===== config.mk =====
export PLATFORM = sky130hd
export DESIGN_NAME = single_axis_motion_sequencer_core
export DESIGN_NICKNAME = d
export VERILOG_FILES = /design/src/sv/samseq_pkg.sv /design/src/sv/single_axis_motion_sequencer_core.sv
export SDC_FILE = /design/constraint.sdc
export NUM_CORES = 1
export LEC_CHECK = 0
export BUFFER_PORTS_ARGS = -buffer_cell sky130_fd_sc_hd__buf_2
export CORE_MARGIN = 1
export CORE_UTILIZATION = 40
export DETAILED_ROUTE_END_ITERATION = 8
export GPL_TIMING_DRIVEN = 0
export PLACE_DENSITY_LB_ADDON = 0.1
export SLEW_MARGIN = 20
export SYNTH_ARGS = -nofsm -noshare
export SYNTH_HDL_FRONTEND = slang
export SYNTH_SLANG_ARGS = --single-unit

===== constraint.sdc =====
create_clock -name clk -period 7.2 [get_ports clk]
set_clock_uncertainty 0.15 [all_clocks]
set_input_delay 0 -clock clk [delete_from_list [all_inputs] [get_ports clk]]
set_output_delay 0 -clock clk [all_outputs]
set_load 0.005 [all_outputs]

===== src/sv/samseq_pkg.sv =====
// ---------------------------------------------------------------------------
// samseq_pkg: shared types and constants of the single-axis motion sequencer
// Command bit positions, state codes and beat layout widths.
// ---------------------------------------------------------------------------
package samseq_pkg;

  localparam int unsigned CMD_W = 10;

  // command bit positions
  localparam int unsigned CMD_POWER = 0;
  localparam int unsigned CMD_STOP  = 1;
  localparam int unsigned CMD_HOME  = 2;
  localparam int unsigned CMD_JOGP  = 3;
  localparam int unsigned CMD_JOGN  = 4;
  localparam int unsigned CMD_ABS   = 5;
  localparam int unsigned CMD_ADD   = 6;
  localparam int unsigned CMD_VEL   = 7;
  localparam int unsigned CMD_HALT  = 8;
  localparam int unsigned CMD_ACK   = 9;

  // stop, home, jog, abs, add, vel
  localparam logic [CMD_W-1:0] CMD_MOTION_MASK = 10'b00_1111_1110;

  localparam int unsigned IN_DATA_W  = 72;
  localparam int unsigned OUT_DATA_W = 40;

  typedef enum logic [3:0] {
    ST_WAIT  = 4'd0,
    ST_PWRON = 4'd1,
    ST_HOME  = 4'd2,
    ST_READY = 4'd3,
    ST_HALT  = 4'd4,
    ST_STOP  = 4'd5,
    ST_JOGP  = 4'd6,
    ST_JOGN  = 4'd7,
    ST_ABS   = 4'd8,
    ST_ADD   = 4'd9,
    ST_VEL   = 4'd10,
    ST_AXERR = 4'd11,
    ST_ERR   = 4'd12,
    ST_RESET = 4'd13,
    ST_READ  = 4'd14
  } state_t;

endpackage


===== src/sv/single_axis_motion_sequencer_core.sv =====
// ---------------------------------------------------------------------------
// single_axis_motion_sequencer_core
// One sequencer tick per input beat: latch commands, apply overrides, step
// the axis state machine and emit one result beat.
// ---------------------------------------------------------------------------
//  channel | dir | handshake            | payload
//  in_     | in  | in_tvalid/in_tready  | in_tdata  (72 bits, tick inputs)
//  out_    | out | out_tvalid/out_tready| out_tdata (40 bits, tick results)
//  cfg_    | in  | cfg_wr_en            | cfg_wr_data (home_on_power)
//
//  One beat per clock while no result is stalled; the result shows in the cycle after the input beat.
//  The state update and its result register are the only loop: one tick
//  per cycle. in_tready drops only while a result beat is stalled.
//  rst_n is synchronous: state goes to wait, commands, error hold, drive
//  enable and home_on_power clear.
// ---------------------------------------------------------------------------
module single_axis_motion_sequencer_core (
  input  logic                               clk,
  input  logic                               rst_n,
  input  logic                               cfg_wr_en,
  input  logic                               cfg_wr_data,
  input  logic                               in_tvalid,
  output logic                               in_tready,
  // command_set[9:0], command_clear[19:10], step_done[20], step_error[21],
  // step_error_code[37:22], power_fault[38], errorstop_seen[39],
  // axis_error_valid[40], axis_error_id[56:41], axis_error_count[64:57],
  // partner_synchronized[65], zero fill [71:66]
  input  logic [samseq_pkg::IN_DATA_W-1:0]   in_tdata,
  output logic                               out_tvalid,
  input  logic                               out_tready,
  // step_state[3:0], drive_enable[4], execute_request[5],
  // held_error_code[21:6], axis_ack_pulse[22], partner_gear_out[23],
  // pending_commands[33:24], zero fill [39:34]
  output logic [samseq_pkg::OUT_DATA_W-1:0]  out_tdata
);

  localparam int unsigned CW = samseq_pkg::CMD_W;

  samseq_pkg::state_t step_r, step_nxt;
  logic [CW-1:0]      cmd_r, cmd_nxt;
  logic [15:0]        hold_r, hold_nxt;
  logic               preq_r, preq_nxt;
  logic               home_on_power_r;
  logic               out_valid_r;
  logic [samseq_pkg::OUT_DATA_W-1:0] out_data_r, out_data_nxt;

  logic exec, ackp, gear, in_acc;

  // input fields
  logic [CW-1:0] cset, cclr;
  logic          done, err, pfault, estop, axvalid, psync;
  logic [15:0]   ecode, axid;
  logic [7:0]    axcount;

  assign cset    = in_tdata[9:0];
  assign cclr    = in_tdata[19:10];
  assign done    = in_tdata[20];
  assign err     = in_tdata[21];
  assign ecode   = in_tdata[37:22];
  assign pfault  = in_tdata[38];
  assign estop   = in_tdata[39];
  assign axvalid = in_tdata[40];
  assign axid    = in_tdata[56:41];
  assign axcount = in_tdata[64:57];
  assign psync   = in_tdata[65];

  assign in_tready = !out_valid_r || out_tready;
  assign in_acc    = in_tvalid && in_tready;

  always_comb begin
    logic [CW-1:0]      c;
    samseq_pkg::state_t s;
    logic [15:0]        h;
    logic               p;
    logic               jog_bit;

    c    = (cmd_r & ~cclr) | cset;
    s    = step_r;
    h    = hold_r;
    p    = preq_r;
    exec = 1'b0;
    ackp = 1'b0;
    gear = 1'b0;
    jog_bit = 1'b0;

    if (s > samseq_pkg::ST_READ) begin
      s = samseq_pkg::ST_WAIT;
    end

    // stop preempts ready through axis error
    if (c[samseq_pkg::CMD_STOP] && s >= samseq_pkg::ST_READY &&
        s <= samseq_pkg::ST_AXERR) begin
      c = c & ~samseq_pkg::CMD_MOTION_MASK;
      s = samseq_pkg::ST_STOP;
    end
    if (axvalid && axid != 16'd0) begin
      s = samseq_pkg::ST_AXERR;
    end else if (!c[samseq_pkg::CMD_POWER] && axvalid) begin
      s = estop ? samseq_pkg::ST_RESET : samseq_pkg::ST_WAIT;
    end

    case (s)
      samseq_pkg::ST_WAIT: begin
        if (c[samseq_pkg::CMD_POWER]) s = samseq_pkg::ST_PWRON;
        else p = 1'b0;
        c = c & ~samseq_pkg::CMD_MOTION_MASK;
        h = 16'd0;
      end
      samseq_pkg::ST_PWRON: begin
        p    = 1'b1;
        exec = 1'b1;
        if (done) begin
          if (home_on_power_r) c[samseq_pkg::CMD_HOME] = 1'b1;
          s = samseq_pkg::ST_READY;
        end
        if (err) begin
          h = ecode;
          s = samseq_pkg::ST_ERR;
        end
      end
      samseq_pkg::ST_READY: begin
        if (c[samseq_pkg::CMD_HOME]) begin
          c[samseq_pkg::CMD_HOME] = 1'b0;
          s = samseq_pkg::ST_HOME;
        end else if (c[samseq_pkg::CMD_STOP]) begin
          s = samseq_pkg::ST_STOP;
        end else if (c[samseq_pkg::CMD_JOGP]) begin
          s = samseq_pkg::ST_JOGP;
        end else if (c[samseq_pkg::CMD_JOGN]) begin
          s = samseq_pkg::ST_JOGN;
        end else if (c[samseq_pkg::CMD_ABS]) begin
          c[samseq_pkg::CMD_ABS] = 1'b0;
          s = samseq_pkg::ST_ABS;
        end else if (c[samseq_pkg::CMD_ADD]) begin
          c[samseq_pkg::CMD_ADD] = 1'b0;
          s = samseq_pkg::ST_ADD;
        end else if (c[samseq_pkg::CMD_VEL]) begin
          c[samseq_pkg::CMD_VEL] = 1'b0;
          s = samseq_pkg::ST_VEL;
        end else if (c[samseq_pkg::CMD_HALT]) begin
          c[samseq_pkg::CMD_HALT] = 1'b0;
          s = samseq_pkg::ST_HALT;
        end
      end
      samseq_pkg::ST_HOME: begin
        if (!psync) begin
          exec = 1'b1;
          if (done) begin
            exec = 1'b0;
            s = samseq_pkg::ST_READ;
          end
          if (err) begin
            exec = 1'b0;
            h = ecode;
            s = samseq_pkg::ST_ERR;
          end
        end else begin
          s    = samseq_pkg::ST_READ;
          gear = 1'b1;
        end
      end
      samseq_pkg::ST_HALT: begin
        exec = 1'b1;
        if (done) begin
          exec = 1'b0;
          s = samseq_pkg::ST_READY;
        end
        if (err) begin
          exec = 1'b0;
          h = ecode;
          s = samseq_pkg::ST_ERR;
        end
      end
      samseq_pkg::ST_STOP: begin
        exec = 1'b1;
        if (done && !c[samseq_pkg::CMD_STOP]) begin
          exec = 1'b0;
          s = samseq_pkg::ST_READY;
        end
        if (err) begin
          exec = 1'b0;
          h = ecode;
          s = samseq_pkg::ST_ERR;
        end
      end
      samseq_pkg::ST_JOGP, samseq_pkg::ST_JOGN: begin
        exec    = 1'b1;
        jog_bit = (s == samseq_pkg::ST_JOGP) ? c[samseq_pkg::CMD_JOGP]
                                             : c[samseq_pkg::CMD_JOGN];
        if (!jog_bit) begin
          exec = 1'b0;
          s = samseq_pkg::ST_HALT;
        end
        if (err) begin
          exec = 1'b0;
          h = ecode;
          s = samseq_pkg::ST_ERR;
        end
      end
      samseq_pkg::ST_ABS, samseq_pkg::ST_ADD, samseq_pkg::ST_VEL: begin
        exec = 1'b1;
        if (c[samseq_pkg::CMD_HALT]) begin
          c[samseq_pkg::CMD_HALT] = 1'b0;
          exec = 1'b0;
          s = samseq_pkg::ST_HALT;
        end else if (done) begin
          exec = 1'b0;
          s = samseq_pkg::ST_READY;
        end
        if (err) begin
          exec = 1'b0;
          h = ecode;
          s = samseq_pkg::ST_ERR;
        end
      end
      samseq_pkg::ST_ERR: begin
        if (axcount != 8'd0) begin
          s = samseq_pkg::ST_AXERR;
        end else if (c[samseq_pkg::CMD_ACK]) begin
          c[samseq_pkg::CMD_ACK] = 1'b0;
          h = 16'd0;
          s = estop ? samseq_pkg::ST_RESET : samseq_pkg::ST_WAIT;
        end
      end
      samseq_pkg::ST_AXERR: begin
        if (axvalid) begin
          if (axid != 16'd0) h = axid;
          if (c[samseq_pkg::CMD_ACK]) begin
            c[samseq_pkg::CMD_ACK] = 1'b0;
            if (axid != 16'd0) ackp = 1'b1;
          end
          if (axcount == 8'd0) begin
            h = 16'd0;
            s = estop ? samseq_pkg::ST_RESET : samseq_pkg::ST_WAIT;
          end
        end
      end
      samseq_pkg::ST_RESET: begin
        exec = 1'b1;
        if (pfault) p = 1'b0;
        if (done) begin
          exec = 1'b0;
          s = samseq_pkg::ST_WAIT;
        end else if (err) begin
          exec = 1'b0;
          s = samseq_pkg::ST_ERR;
        end
      end
      default: begin
        // read: enable stays up on the tick back to ready
        exec = 1'b1;
        if (done) begin
          s = samseq_pkg::ST_READY;
        end else if (err) begin
          h = ecode;
          exec = 1'b0;
          s = samseq_pkg::ST_ERR;
        end
      end
    endcase

    step_nxt = s;
    cmd_nxt  = c;
    hold_nxt = h;
    preq_nxt = p;
    out_data_nxt = {6'd0, c, gear, ackp, h, exec, p, s};
  end

  always_ff @(posedge clk) begin
    if (!rst_n) begin
      step_r          <= samseq_pkg::ST_WAIT;
      cmd_r           <= '0;
      hold_r          <= '0;
      preq_r          <= 1'b0;
      home_on_power_r <= 1'b0;
      out_valid_r     <= 1'b0;
    end else begin
      if (cfg_wr_en) home_on_power_r <= cfg_wr_data;
      if (in_acc) begin
        step_r <= step_nxt;
        cmd_r  <= cmd_nxt;
        hold_r <= hold_nxt;
        preq_r <= preq_nxt;
        out_valid_r <= 1'b1;
      end else if (out_tready) begin
        out_valid_r <= 1'b0;
      end
    end
  end

  always_ff @(posedge clk) begin
    if (in_acc) out_data_r <= out_data_nxt;
  end

  assign out_tvalid = out_valid_r;
  assign out_tdata  = out_data_r;

  // stalled result blocks the input side
  a_stall_blocks: assert property (@(posedge clk) disable iff (!rst_n)
    out_tvalid && !out_tready |-> !in_tready)
    else $error("input accepted while result beat stalled");

  // every accepted beat yields a result beat
  a_accept_result: assert property (@(posedge clk) disable iff (!rst_n)
    in_acc |=> out_tvalid)
    else $error("accepted beat produced no result");

  // shown result matches the live sequencer state
  a_result_state: assert property (@(posedge clk) disable iff (!rst_n)
    out_tvalid |-> (out_tdata[33:24] == cmd_r && out_tdata[21:6] == hold_r &&
                    out_tdata[3:0] == step_r && out_tdata[4] == preq_r))
    else $error("result beat out of step with sequencer state");

endmodule

* Word level (Yosys, flattened, before mapping) *
Index checks and enable logic that the tools add are counted.

storage, ports and cells
  bits of input ports = 78
  output and inout port bits = 42
  word-level logic and storage cells = 132
  bits in registers = 67

cells by class
  order comparisons = 3
  equality and inequality tests = 13
  muxes and demuxes = 81
  bitwise logic cells = 3
  reductions and logical operators = 23

operator list
  operator                                                                             number
  4-bit 2-to-1 mux                                                                     36
  16-bit 2-to-1 mux                                                                    8
  16-bit one-hot mux with 6 select lines                                               1
  4-bit one-hot mux with 10 select lines                                               1
  4-bit == test, second input constant                                                 6
  1-bit 2-to-1 mux                                                                     24
  4-bit by 3-bit == test with 1-bit output, second input constant                      4
  16-bit nonzero test                                                                  1
  10-bit bitwise AND                                                                   1
  10-bit inverter                                                                      1
  10-bit bitwise OR                                                                    1
  4-bit by 2-bit == test with 1-bit output, second input constant                      2
  8-bit zero test                                                                      1
  8-bit 2-to-1 mux                                                                     1
  1-bit one-hot mux with 8 select lines                                                1
  8-bit nonzero test                                                                   1
  2-bit OR reduction                                                                   4
  8-bit OR reduction                                                                   1
  1-bit logical AND                                                                    6
  2-bit 2-to-1 mux                                                                     3
  1-bit one-hot mux with 2 select lines                                                3
  3-bit one-hot mux with 2 select lines                                                1
  4-bit by 1-bit == test with 1-bit output, second input constant                      1
  4-bit by 2-bit greater-or-equal comparator with 1-bit output, second input constant  1
  other kinds (11)                                                                     13

* Depth between registers and ports, before layout *
Gate-level depths: netlist (run 1).

  depth in word-level cells = 19
  depth in mapped cells = 11
  mapped depth without buffers = 8

* Worst setup path before layout (run 1) *
Ideal clock, no wire load.

  kind = reg2reg
  start point = reg step_r[2]
  end point = reg out_data_r, in the netlist out_tdata[10] (data pin)
  period minus slack after synthesis = 2.806 ns
  arrival = 2.390 ns
  cell stages (with the launch flop) = 10
  library setup time = 0.266 ns
  path buffers = 2
  required time = 6.784 ns
  path slack = 4.394 ns
  path through = dfxtp_1 -> clkbuf_1 -> nor2_1 -> a221oi_1 -> nand3b_2 -> o22ai_1 -> nor4_2 -> buf_2 -> a2bb2oi_1 -> o21ai_1

on the way
  word-level cells in the longest chain between the ends = 11
  elaborated cells between the ends (all ways) = 26
  those cells by class = 3 x order compare; 13 x eq/ne; 5 x mux; 5 x reduce/logical

ends and longest elaborated chain
  item                                                                              line                                      RTL
  from (decl)                                                                       single_axis_motion_sequencer_core.sv:39   samseq_pkg::state_t step_r, step_nxt;
  from (signal assigned)                                                            single_axis_motion_sequencer_core.sv:271  step_r <= samseq_pkg::ST_WAIT;
  from (signal assigned)                                                            single_axis_motion_sequencer_core.sv:280  step_r <= step_nxt;
  4-bit > comparator                                                                single_axis_motion_sequencer_core.sv:86   if (s > samseq_pkg::ST_READ) begin
  4-bit 2-to-1 mux *                                                                single_axis_motion_sequencer_core.sv:86
  4-bit by 2-bit greater-or-equal comparator with 1-bit output                      single_axis_motion_sequencer_core.sv:91   if (c[samseq_pkg::CMD_STOP] && s >= samseq_pkg::ST_READY &&
  1-bit logical AND (2 in series)                                                   single_axis_motion_sequencer_core.sv:91
  4-bit 2-to-1 mux *                                                                single_axis_motion_sequencer_core.sv:91
  4-bit 2-to-1 mux *                                                                single_axis_motion_sequencer_core.sv:98   end else if (!c[samseq_pkg::CMD_POWER] && axvalid) begin
  4-bit 2-to-1 mux *                                                                single_axis_motion_sequencer_core.sv:96   if (axvalid && axid != 16'd0) begin
  4-bit by 3-bit == test with 1-bit output (tied with other cells)                  single_axis_motion_sequencer_core.sv:102  case (s)
  8-bit OR reduction (no source line) / 2-bit OR reduction (equally long branches)  --
  16-bit one-hot mux with 6 select lines *                                          single_axis_motion_sequencer_core.sv:102
  via hold_nxt[4]                                                                   single_axis_motion_sequencer_core.sv:41   logic [15:0] hold_r, hold_nxt;
  to (signal assigned)                                                              single_axis_motion_sequencer_core.sv:292  if (in_acc) out_data_r <= out_data_nxt;
  to (decl)                                                                         single_axis_motion_sequencer_core.sv:45   logic [samseq_pkg::OUT_DATA_W-1:0] out_data_r, out_data_nxt;

Mark *: on every way through the listed nets, which the timed path passes. The rest lies on a longest branch.
A chain may end at the register's enable or synchronous reset.

* Worst setup path after layout (run 1) *
  start point = reg step_r[2]
  end point = reg hold_r[6]

on the way
  word-level cells in the longest chain between the ends = 11
  elaborated cells between the ends (all ways) = 26
  those cells by class = 3 x order compare; 13 x eq/ne; 5 x mux; 5 x reduce/logical

ends and longest elaborated chain
  item                                                                              line                                      RTL
  4-bit > comparator                                                                single_axis_motion_sequencer_core.sv:86
  4-bit 2-to-1 mux *                                                                single_axis_motion_sequencer_core.sv:86
  4-bit by 2-bit greater-or-equal comparator with 1-bit output                      single_axis_motion_sequencer_core.sv:91
  1-bit logical AND (2 in series)                                                   single_axis_motion_sequencer_core.sv:91
  4-bit 2-to-1 mux *                                                                single_axis_motion_sequencer_core.sv:91
  4-bit 2-to-1 mux *                                                                single_axis_motion_sequencer_core.sv:98
  4-bit 2-to-1 mux *                                                                single_axis_motion_sequencer_core.sv:96
  4-bit by 3-bit == test with 1-bit output (tied with other cells)                  single_axis_motion_sequencer_core.sv:102
  8-bit OR reduction (no source line) / 2-bit OR reduction (equally long branches)  --
  16-bit one-hot mux with 6 select lines *                                          single_axis_motion_sequencer_core.sv:102
  to (signal assigned)                                                              single_axis_motion_sequencer_core.sv:282  hold_r <= hold_nxt;
  to (decl)                                                                         single_axis_motion_sequencer_core.sv:41

Every way passes the cells marked *; elsewhere a longest branch is shown, timed or not.

==> flow_metrics.tcl, run 1 <==
set metrics [dict create \
    post-place-ws_ns 3.63 \
    grt_pass1_vias 4583 \
    ff2ff_setup_slack_ns 3.13 \
    clock.fmax_mhz 246 \
    ys_types 72 \
    gp_congestion 0.886 \
    postLayoutCellArea_mm2 0.00565 \
    powerDensity_mw_per_mm2 180 \
    cts-buffers-inserted 9 \
    maxSlewHeadroom 0.274 \
    yosysSeqAreaShare 0.403 \
    hp-class "in -> reg" \
    drive_gt1_frac 0.232 \
    placed_cell_area_mm2 0.00490 \
    ys_async_sr_fraction 0 \
    finalSetupTns_ns 0 \
    setup_viol 0 \
    coreArea_mm2 0.00995 \
    synth_common_cells "59 x o21ai_0, 53 x nor2_1, 38 x nand2_1" \
    port_buffers 104 \
    cp_max_fo 10 \
    violations "negative hold slack" \
    report.final.slew_viol_count 0 \
    final_cells 806 \
    dr.pass1.iters 5 \
    reg2regPathDepth 10 \
    worstSetupStartpointType "register" \
    whs_ns -0.00152 \
    cts_tree "built" \
    worstSkewPairLatency_ns 0.36 \
    rows 36 \
    status "finished with violations" \
    slowest_stage "nor4_2" \
    synthToLayoutAreaGrowth_pct 35.4 \
    ys.warnings.count 0 \
    cts_setup_buffers 0 \
    postRouteWirelength_mm 15.1 \
    cts.sinks 67 \
    worstPathRequired_ns 7.31 \
    period_share 0.565 \
    viasPerCell 5.83 \
    die_w_um 104 \
    diodes 0 \
    hold_path_depth 3 \
    ant_nets 0 \
    synth.most_common_cell "o21ai_0" \
    crit_chain "clkbuf_1 > nor2_1 > a221oi_1 > nand3b_2 > o22ai_1 > nor4_2 > buf_2 > a2bb2oi_1 > o21ai_1 > dlygate4sd3_1" \
    synthTopCellsByArea "edfxtp_1 24%, dfxtp_1 16%, o21ai_0 7.1%" \
    die_y_um 104 \
    grt_pass1_wl_mm 24.1 \
    synthCells 492 \
    dpl.cell_count 735 \
    synth_edf_count 34 \
    syn_area_mm2 0.00417 \
    drtIter0Drc 418 \
    cts-root-buf "clkbuf_8" \
    crit_path_max_incr_delay_ns 0.61 \
    maxCapViolCount 0 \
    min_period_ns 4.07 \
    grt_max_degree 24 \
    rsz0062_at_grt "no" \
    io_pins 120 \
    ys.flop_type "edfxtp_1" \
    num_vias 4700 \
    vdd.ir_drop.worst_mv 0.106 \
    synth_top_area_share 0.245 \
    wl_per_cell_um 18.8 \
    worstMarginPinSlew_ns 1.06 \
    initial_core_util 0.419 \
    synth_top_area_cell "edfxtp_1" \
    arrival_ns 4.18 \
    dieArea_mm2 0.0108 \
    grt_usage 0.281 \
    setup_slack_ns 3.13 \
    critical_path_class "reg -> reg" \
    clk_pin_slew_worst_paths_ns 0.09 \
    clockBufferDepth 2 \
    htreeDepth 3 \
    avgSynthCellArea_um2 8.47 \
    ys_ff_latch 67 \
    dp_hpwl_mm 10.8 \
    leakage_nw 2.29 \
    antenna_found_initial 0 \
    finalHoldViolations 3 \
    drc_errors 0 \
    worst_setup_path_end_kind "register" \
    globalRouteOverflowTotal 0 \
    fin_nets 746 \
]
==> worst paths after layout <==
kind                                        startpoint                       to
worst max-delay path            step_r[2]$_SDFFE_PN0P_   hold_r[6]$_SDFFE_PN0P_
worst min-delay path                       in_tdata[6]  out_tdata[30]$_DFFE_PP_
worst max register to register  step_r[2]$_SDFFE_PN0P_   hold_r[6]$_SDFFE_PN0P_
worst min register to register   cmd_r[6]$_SDFFE_PN0P_    cmd_r[6]$_SDFFE_PN0P_
==> through the flow <==
stage / hold slack [ns] / utilization / total power, mW
floorplan: -0.0180 / - / 0.584
global placement: 0.103 / 0.490 / 0.669
detailed placement: 0.119 / 0.493 / 0.672
CTS: 0.000811 / 0.567 / 1.01
global route: 0.0125 / 0.567 / 1.06
finish: -0.00152 / 0.567 / 1.02
==> routing by layer <==
| metal | share of wire | track usage |
|---|---|---|
| met5 | 0 | 0 |
| met4 | 0.037 | 0.120 |
| met3 | 0.065 | 0.0451 |
| met2 | 0.48 | 0.474 |
| met1 | 0.42 | 0.355 |
==> kinds of logic after synthesis <==
group                  count (synthesis)  share of synthesized area
AO/OA/AOI/OAI                        201                      0.326
AND/OR/NAND/NOR                      166                      0.203
flip-flops                            67                      0.403
buffers and inverters                 53                     0.0567
multiplexers                           4                    0.00990
other                                  1                   0.000899
==> cell type report <==
class                      instances  area, um^2
timing repair buffer             160        1100
fill                             941        4310
sequential                        67        1680
inverter                          17        63.8
buffer                            36         174
clock inverter                     6        63.8
tap                              133         166
multi-input combinational        377        2270
clock buffer                      10         128
==> flip-flops by register name, indices dropped and copies added (netlist names) <==
| name | cells |
|---|---|
| out_tdata | 34 |
| hold_r | 16 |
| cmd_r | 10 |
| step_r | 4 |
| home_on_power_r | 1 |
| out_tvalid | 1 |
| preq_r | 1 |
==> where the power goes <==
| group | switching, mW | internal, mW |
|---|---|---|
| Combinational | 0.137 | 0.108 |
| Sequential | 0.0121 | 0.435 |
| Clock | 0.164 | 0.160 |
| Total | 0.313 | 0.703 |
==> critical path, delay by kind of cell (launching register included) <==
family	cells	cell delay [ns]
flops	1	0.40
compound gates	4	1.03
buf+inv	3	1.32
simple gates	3	1.06
==> placed cells by master (no fill, tap or decap), types with 6 or more instances in the layout <==
master         instances
buf_4                  6
o21ai_0               59
a32oi_1               15
conb_1                 6
edfxtp_1              34
nor2_1                53
nand2_1               38
nand2b_1               8
buf_2                111
inv_1                 16
dlygate4sd3_1         55
nand3_1                6
nor2b_1                9
clkbuf_1              22
dfxtp_1               33
a21oi_1               26
clkbuf_8               9
a21boi_0               8
nor3_1                14
o21ai_1               22
a2bb2oi_1             16
a31oi_1                6
==> timing repair <==
action,in CTS,in global routing
hold endpoints to repair,42,0
hold buffers,55,0
gates resized for setup,0,0
No activity file was read; power rests on OpenSTA's default activity.
==> run 2, diff against run 1 <==
==> constraint.sdc (replaced) <==
create_clock -name clk -period 3.97 [get_ports clk]
set_clock_uncertainty 0.15 [all_clocks]
set_input_delay 0 -clock clk [delete_from_list [all_inputs] [get_ports clk]]
set_output_delay 0 -clock clk [all_outputs]
set_load 0.005 [all_outputs]
==> flow_metrics.tcl, run 2 (synthesis results as in run 1) <==
set metrics [dict create \
    worstSkewPairLatency_ns 0.35 \
    maxSlewHeadroom 0.259 \
    htreeDepth 3 \
    grt_pass1_wl_mm 23.9 \
    fin_nets 737 \
    worstMarginPinSlew_ns 1.08 \
    synthToLayoutAreaGrowth_pct 33.9 \
    cts.sinks 67 \
    cts_tree "built" \
    drive_gt1_frac 0.241 \
    vdd.ir_drop.worst_mv 0.190 \
    arrival_ns 3.93 \
    num_vias 4609 \
    cts-root-buf "clkbuf_8" \
    clockBufferDepth 2 \
    use_met3 0.0432 \
    worstPathRequired_ns 4.12 \
    grt_max_degree 24 \
    gp_congestion 0.886 \
    slowest_stage "or4_1" \
    use_met2 0.478 \
    postRouteWirelength_mm 15.0 \
    ant_nets 0 \
    port_buffers 104 \
    rows 36 \
    top_usage_layer "met2" \
    dp_hpwl_mm 10.8 \
    finalSetupTns_ns 0 \
    dr.pass1.iters 5 \
    status "finished clean" \
    die_y_um 104 \
    viasPerCell 5.78 \
    drc_errors 0 \
    dieArea_mm2 0.0108 \
    clk_pin_slew_worst_paths_ns 0.08 \
    grt_pass1_vias 4518 \
    whs_ns 0.000627 \
    worst_setup_path_end_kind "register" \
    antenna_found_initial 0 \
    path_buf_inv 4 \
    powerDensity_mw_per_mm2 328 \
    clock.fmax_mhz 265 \
    worstSetupStartpointType "input pin" \
    crit_chain "dlygate4sd3_1 > buf_2 > or4_1 > o41a_4 > a311oi_2 > nand3b_2 > o22ai_1 > nor4_4 > buf_2 > a2bb2oi_1 > o21ai_1 > dlygate4sd3_1" \
    cts-buffers-inserted 9 \
    report.final.slew_viol_count 0 \
    leakage_nw 2.25 \
    layout_common_cells "111 x buf_2, 59 x o21ai_0, 53 x nor2_1" \
    crit_path_max_incr_delay_ns 0.61 \
    drtIter0Drc 397 \
    period_share 0.952 \
    final_common_cell "buf_2" \
    coreArea_mm2 0.00995 \
    die_w_um 104 \
    cp_max_fo 10 \
    critical_path_class "in -> reg" \
    initial_core_util 0.419 \
    grtUsageMet1 0.353 \
    diodes 0 \
    globalRouteOverflowTotal 0 \
    min_period_ns 3.78 \
    setup_viol 0 \
    grt_usage 0.279 \
    hp-class "in -> reg" \
    wl_per_cell_um 18.8 \
    finalHoldViolations 0 \
    maxCapViolCount 0 \
    io_pins 120 \
    critPathTopFamily "compound AO/OA/AOI/OAI gates" \
    largest_register_ffs 34 \
]
[run 2: final cells by class]
| cell class | instances | area (um^2) |
|---|---|---|
| fillers | 949 | 4370 |
| multi-input cells | 377 | 2300 |
| flip-flops and latches | 67 | 1680 |
| repair buffers | 151 | 1010 |
| plain buffers | 36 | 176 |
| well taps | 133 | 166 |
| clock buffers | 10 | 128 |
| clock inverters | 6 | 63.8 |
| inverters | 17 | 63.8 |
[run 2: path summary, 6_finish.rpt]
check | startpoint | end | slack [ns] | cells past startpoint
worst max-delay path | in_tdata[46] | hold_r[2]$_SDFFE_PN0P_ | 0.19 | 12
worst min-delay path | in_tdata[6] | out_tdata[30]$_DFFE_PP_ | 0.0006 | 3
worst max register to register | step_r[0]$_SDFFE_PN0P_ | hold_r[2]$_SDFFE_PN0P_ | 0.27 | 10
worst min register to register | cmd_r[4]$_SDFFE_PN0P_ | cmd_r[4]$_SDFFE_PN0P_ | 0.32 | 2
[run 2: power breakdown]
group	switching (mW)	total [mW]	internal (mW)
Sequential	0.0221	0.811	0.788
Clock	0.292	0.583	0.290
Combinational	0.248	0.439	0.191
[run 2: routing by layer]
layer / part of all wire / up-vias
met2: 0.49 / 208
met4: 0.028 / 0
met1: 0.42 / 2176
li1: - / 2194
met5: 0 / -
met3: 0.060 / 31
[run 2: tightest hold or removal path, stage by stage]
cell and delay [ns]:
buf_2 0.08, a21oi_1 0.05, a211oi_1 0.22
[run 2: metrics by stage]
step	worst slack [ns]	util	instance area, um^2	instances	power, mW
CTS	0.0198	0.558	5560	797	1.83
finish	0.190	0.561	5580	797	1.83
global placement	0.406	0.490	4870	734	1.21
global route	-0.000866	0.561	5580	797	1.91
detailed placement	0.405	0.493	4900	735	1.22
floorplan	1.16	-	4190	497	1.06
[run 2: repair_timing]
action | CTS | global route
setup buffers | 0 | 0
endpoints found under the setup margin | 0 | 3
hold buffers | 46 | 0
resized for setup | 0 | 8
endpoints found under the hold margin | 42 | 0
==> run 3, diff against run 2 <==
--- a/config.mk
+++ b/config.mk
@@ -10,7 +10,6 @@
 export CORE_UTILIZATION = 40
 export DETAILED_ROUTE_END_ITERATION = 8
 export GPL_TIMING_DRIVEN = 0
-export PLACE_DENSITY_LB_ADDON = 0.1
 export SLEW_MARGIN = 20
 export SYNTH_ARGS = -nofsm -noshare
 export SYNTH_HDL_FRONTEND = slang
==> flow_metrics.tcl, run 3 (synthesis results as in run 1) <==
set metrics [dict create \
    critical_path_class "reg -> reg" \
    postRouteWirelength_mm 15.3 \
    clock.fmax_mhz 265 \
    arrival_ns 3.87 \
    maxCapViolCount 0 \
    num_vias 4648 \
    die_y_um 104 \
    report.final.slew_viol_count 0 \
    grt_usage 0.283 \
    worstMarginPinSlew_ns 0.777 \
    rsz0062_at_grt "no" \
    layout_common_cells "111 x buf_2, 59 x o21ai_0, 53 x nor2_1" \
    finalSetupTns_ns 0 \
    fin_nets 739 \
    coreArea_mm2 0.00995 \
    finalHoldViolations 0 \
    htreeDepth 3 \
    drive_gt1_frac 0.236 \
    synthToLayoutAreaGrowth_pct 33.7 \
    antenna_found_initial 0 \
    worst_setup_path_end_kind "register" \
    maxSlewHeadroom 0.482 \
    drtIter0Drc 418 \
    clk_pin_slew_worst_paths_ns 0.09 \
    min_period_ns 3.77 \
    grt_pass1_wl_mm 24.1 \
    die_w_um 104 \
    post_cts_resized 0 \
    fillers 968 \
    clockBufferDepth 2 \
    globalRouteOverflowTotal 0 \
    io_pins 120 \
    dr.pass1.iters 5 \
    wl_per_cell_um 19.1 \
    powerDensity_mw_per_mm2 331 \
    hp-class "in -> reg" \
    gp_congestion 0.934 \
    final_common_cell "buf_2" \
    vdd.ir_drop.worst_mv 0.195 \
    cts.sinks 67 \
    cts_setup_buffers 0 \
    ant_nets 0 \
    cp_max_fo 10 \
    cts-buffers-inserted 9 \
    drc_errors 0 \
    grt_pass1_vias 4596 \
    initial_core_util 0.419 \
    worstSkewPairLatency_ns 0.36 \
    dp_hpwl_mm 11.0 \
    grt_max_degree 27 \
    cts-root-buf "clkbuf_8" \
    dieArea_mm2 0.0108 \
    port_buffers 104 \
    status "finished clean" \
    largest_register_ffs 34 \
    worstSetupStartpointType "register" \
    rows 36 \
    leakage_nw 2.24 \
    ctsHoldBuffers 48 \
    cts_tree "built" \
    whs_ns 0.00456 \
    period_share 0.951 \
    setup_viol 0 \
    diodes 0 \
    viasPerCell 5.82 \
    worstPathRequired_ns 4.07 \
]
run 3: changes by cell type in the layout (fill, tap and decap cells not counted), sizes merged:
cell         change
dlygate4sd3      +2
clkbuf           -1
clkinv           -1
clkinvlp         +1
inv              +1
run 3: power breakdown:
| part | leakage, nW | internal, mW | switching (mW) |
|---|---|---|---|
| registers | 0.608 | 0.788 | 0.0205 |
| clock network | 0.0923 | 0.293 | 0.305 |
| logic | 1.54 | 0.190 | 0.249 |
| total | 2.24 | 1.27 | 0.574 |
run 3: path summary, 6_finish.rpt:
| kind | start | end | slack [ns] | cells after the start |
|---|---|---|---|---|
| worst max register to register | step_r[2]$_SDFFE_PN0P_ | hold_r[14]$_SDFFE_PN0P_ | 0.20 | 9 |
| worst max-delay path | step_r[2]$_SDFFE_PN0P_ | hold_r[14]$_SDFFE_PN0P_ | 0.20 | 9 |
| worst min register to register | cmd_r[7]$_SDFFE_PN0P_ | cmd_r[7]$_SDFFE_PN0P_ | 0.31 | 2 |
| worst min-delay path | in_tdata[40] | out_tdata[33]$_DFFE_PP_ | 0.005 | 2 |
run 3: critical path: stages (launching register included):
cell	delay [ns]
dfxtp_1	0.44
clkbuf_1	0.42
nor2_1	0.12
a221oi_1	0.48
nand3b_2	0.32
o22ai_1	0.12
nor4_2	0.64
a2bb2oi_1	0.28
o21ai_0	0.12
dlygate4sd3_1	0.56
run 3: final cells by class:
cell class	count	area [um^2]	share of cell area
multi-input combinational	377	2270	0.407
sequential	67	1680	0.302
timing repair buffer	153	1020	0.183
buffer	36	174	0.0312
tap	133	166	0.0298
clock buffer	9	124	0.0222
clock inverter	7	75.1	0.0135
inverter	17	63.8	0.0114
run 3: metal layers:
metal | part of all wire | up-vias | GRT usage
met5 | 0 | - | 0
met4 | 0.030 | 0 | 0.127
met3 | 0.057 | 32 | 0.0464
met2 | 0.47 | 214 | 0.468
met1 | 0.45 | 2211 | 0.363
li1 | - | 2191 | -
run 3: through the flow:
stage                     setup slack [ns]  cells  cell area [um^2]  power (mW)   util
after global placement               0.341    734              4870        1.22  0.490
after CTS                            0.249    799              5580        1.85  0.560
final                                0.196    799              5580        1.85  0.560
after global routing                0.0115    799              5580        1.93  0.560
after detailed placement             0.339    735              4900        1.22  0.492
after floorplan                       1.16    497              4190        1.06      -
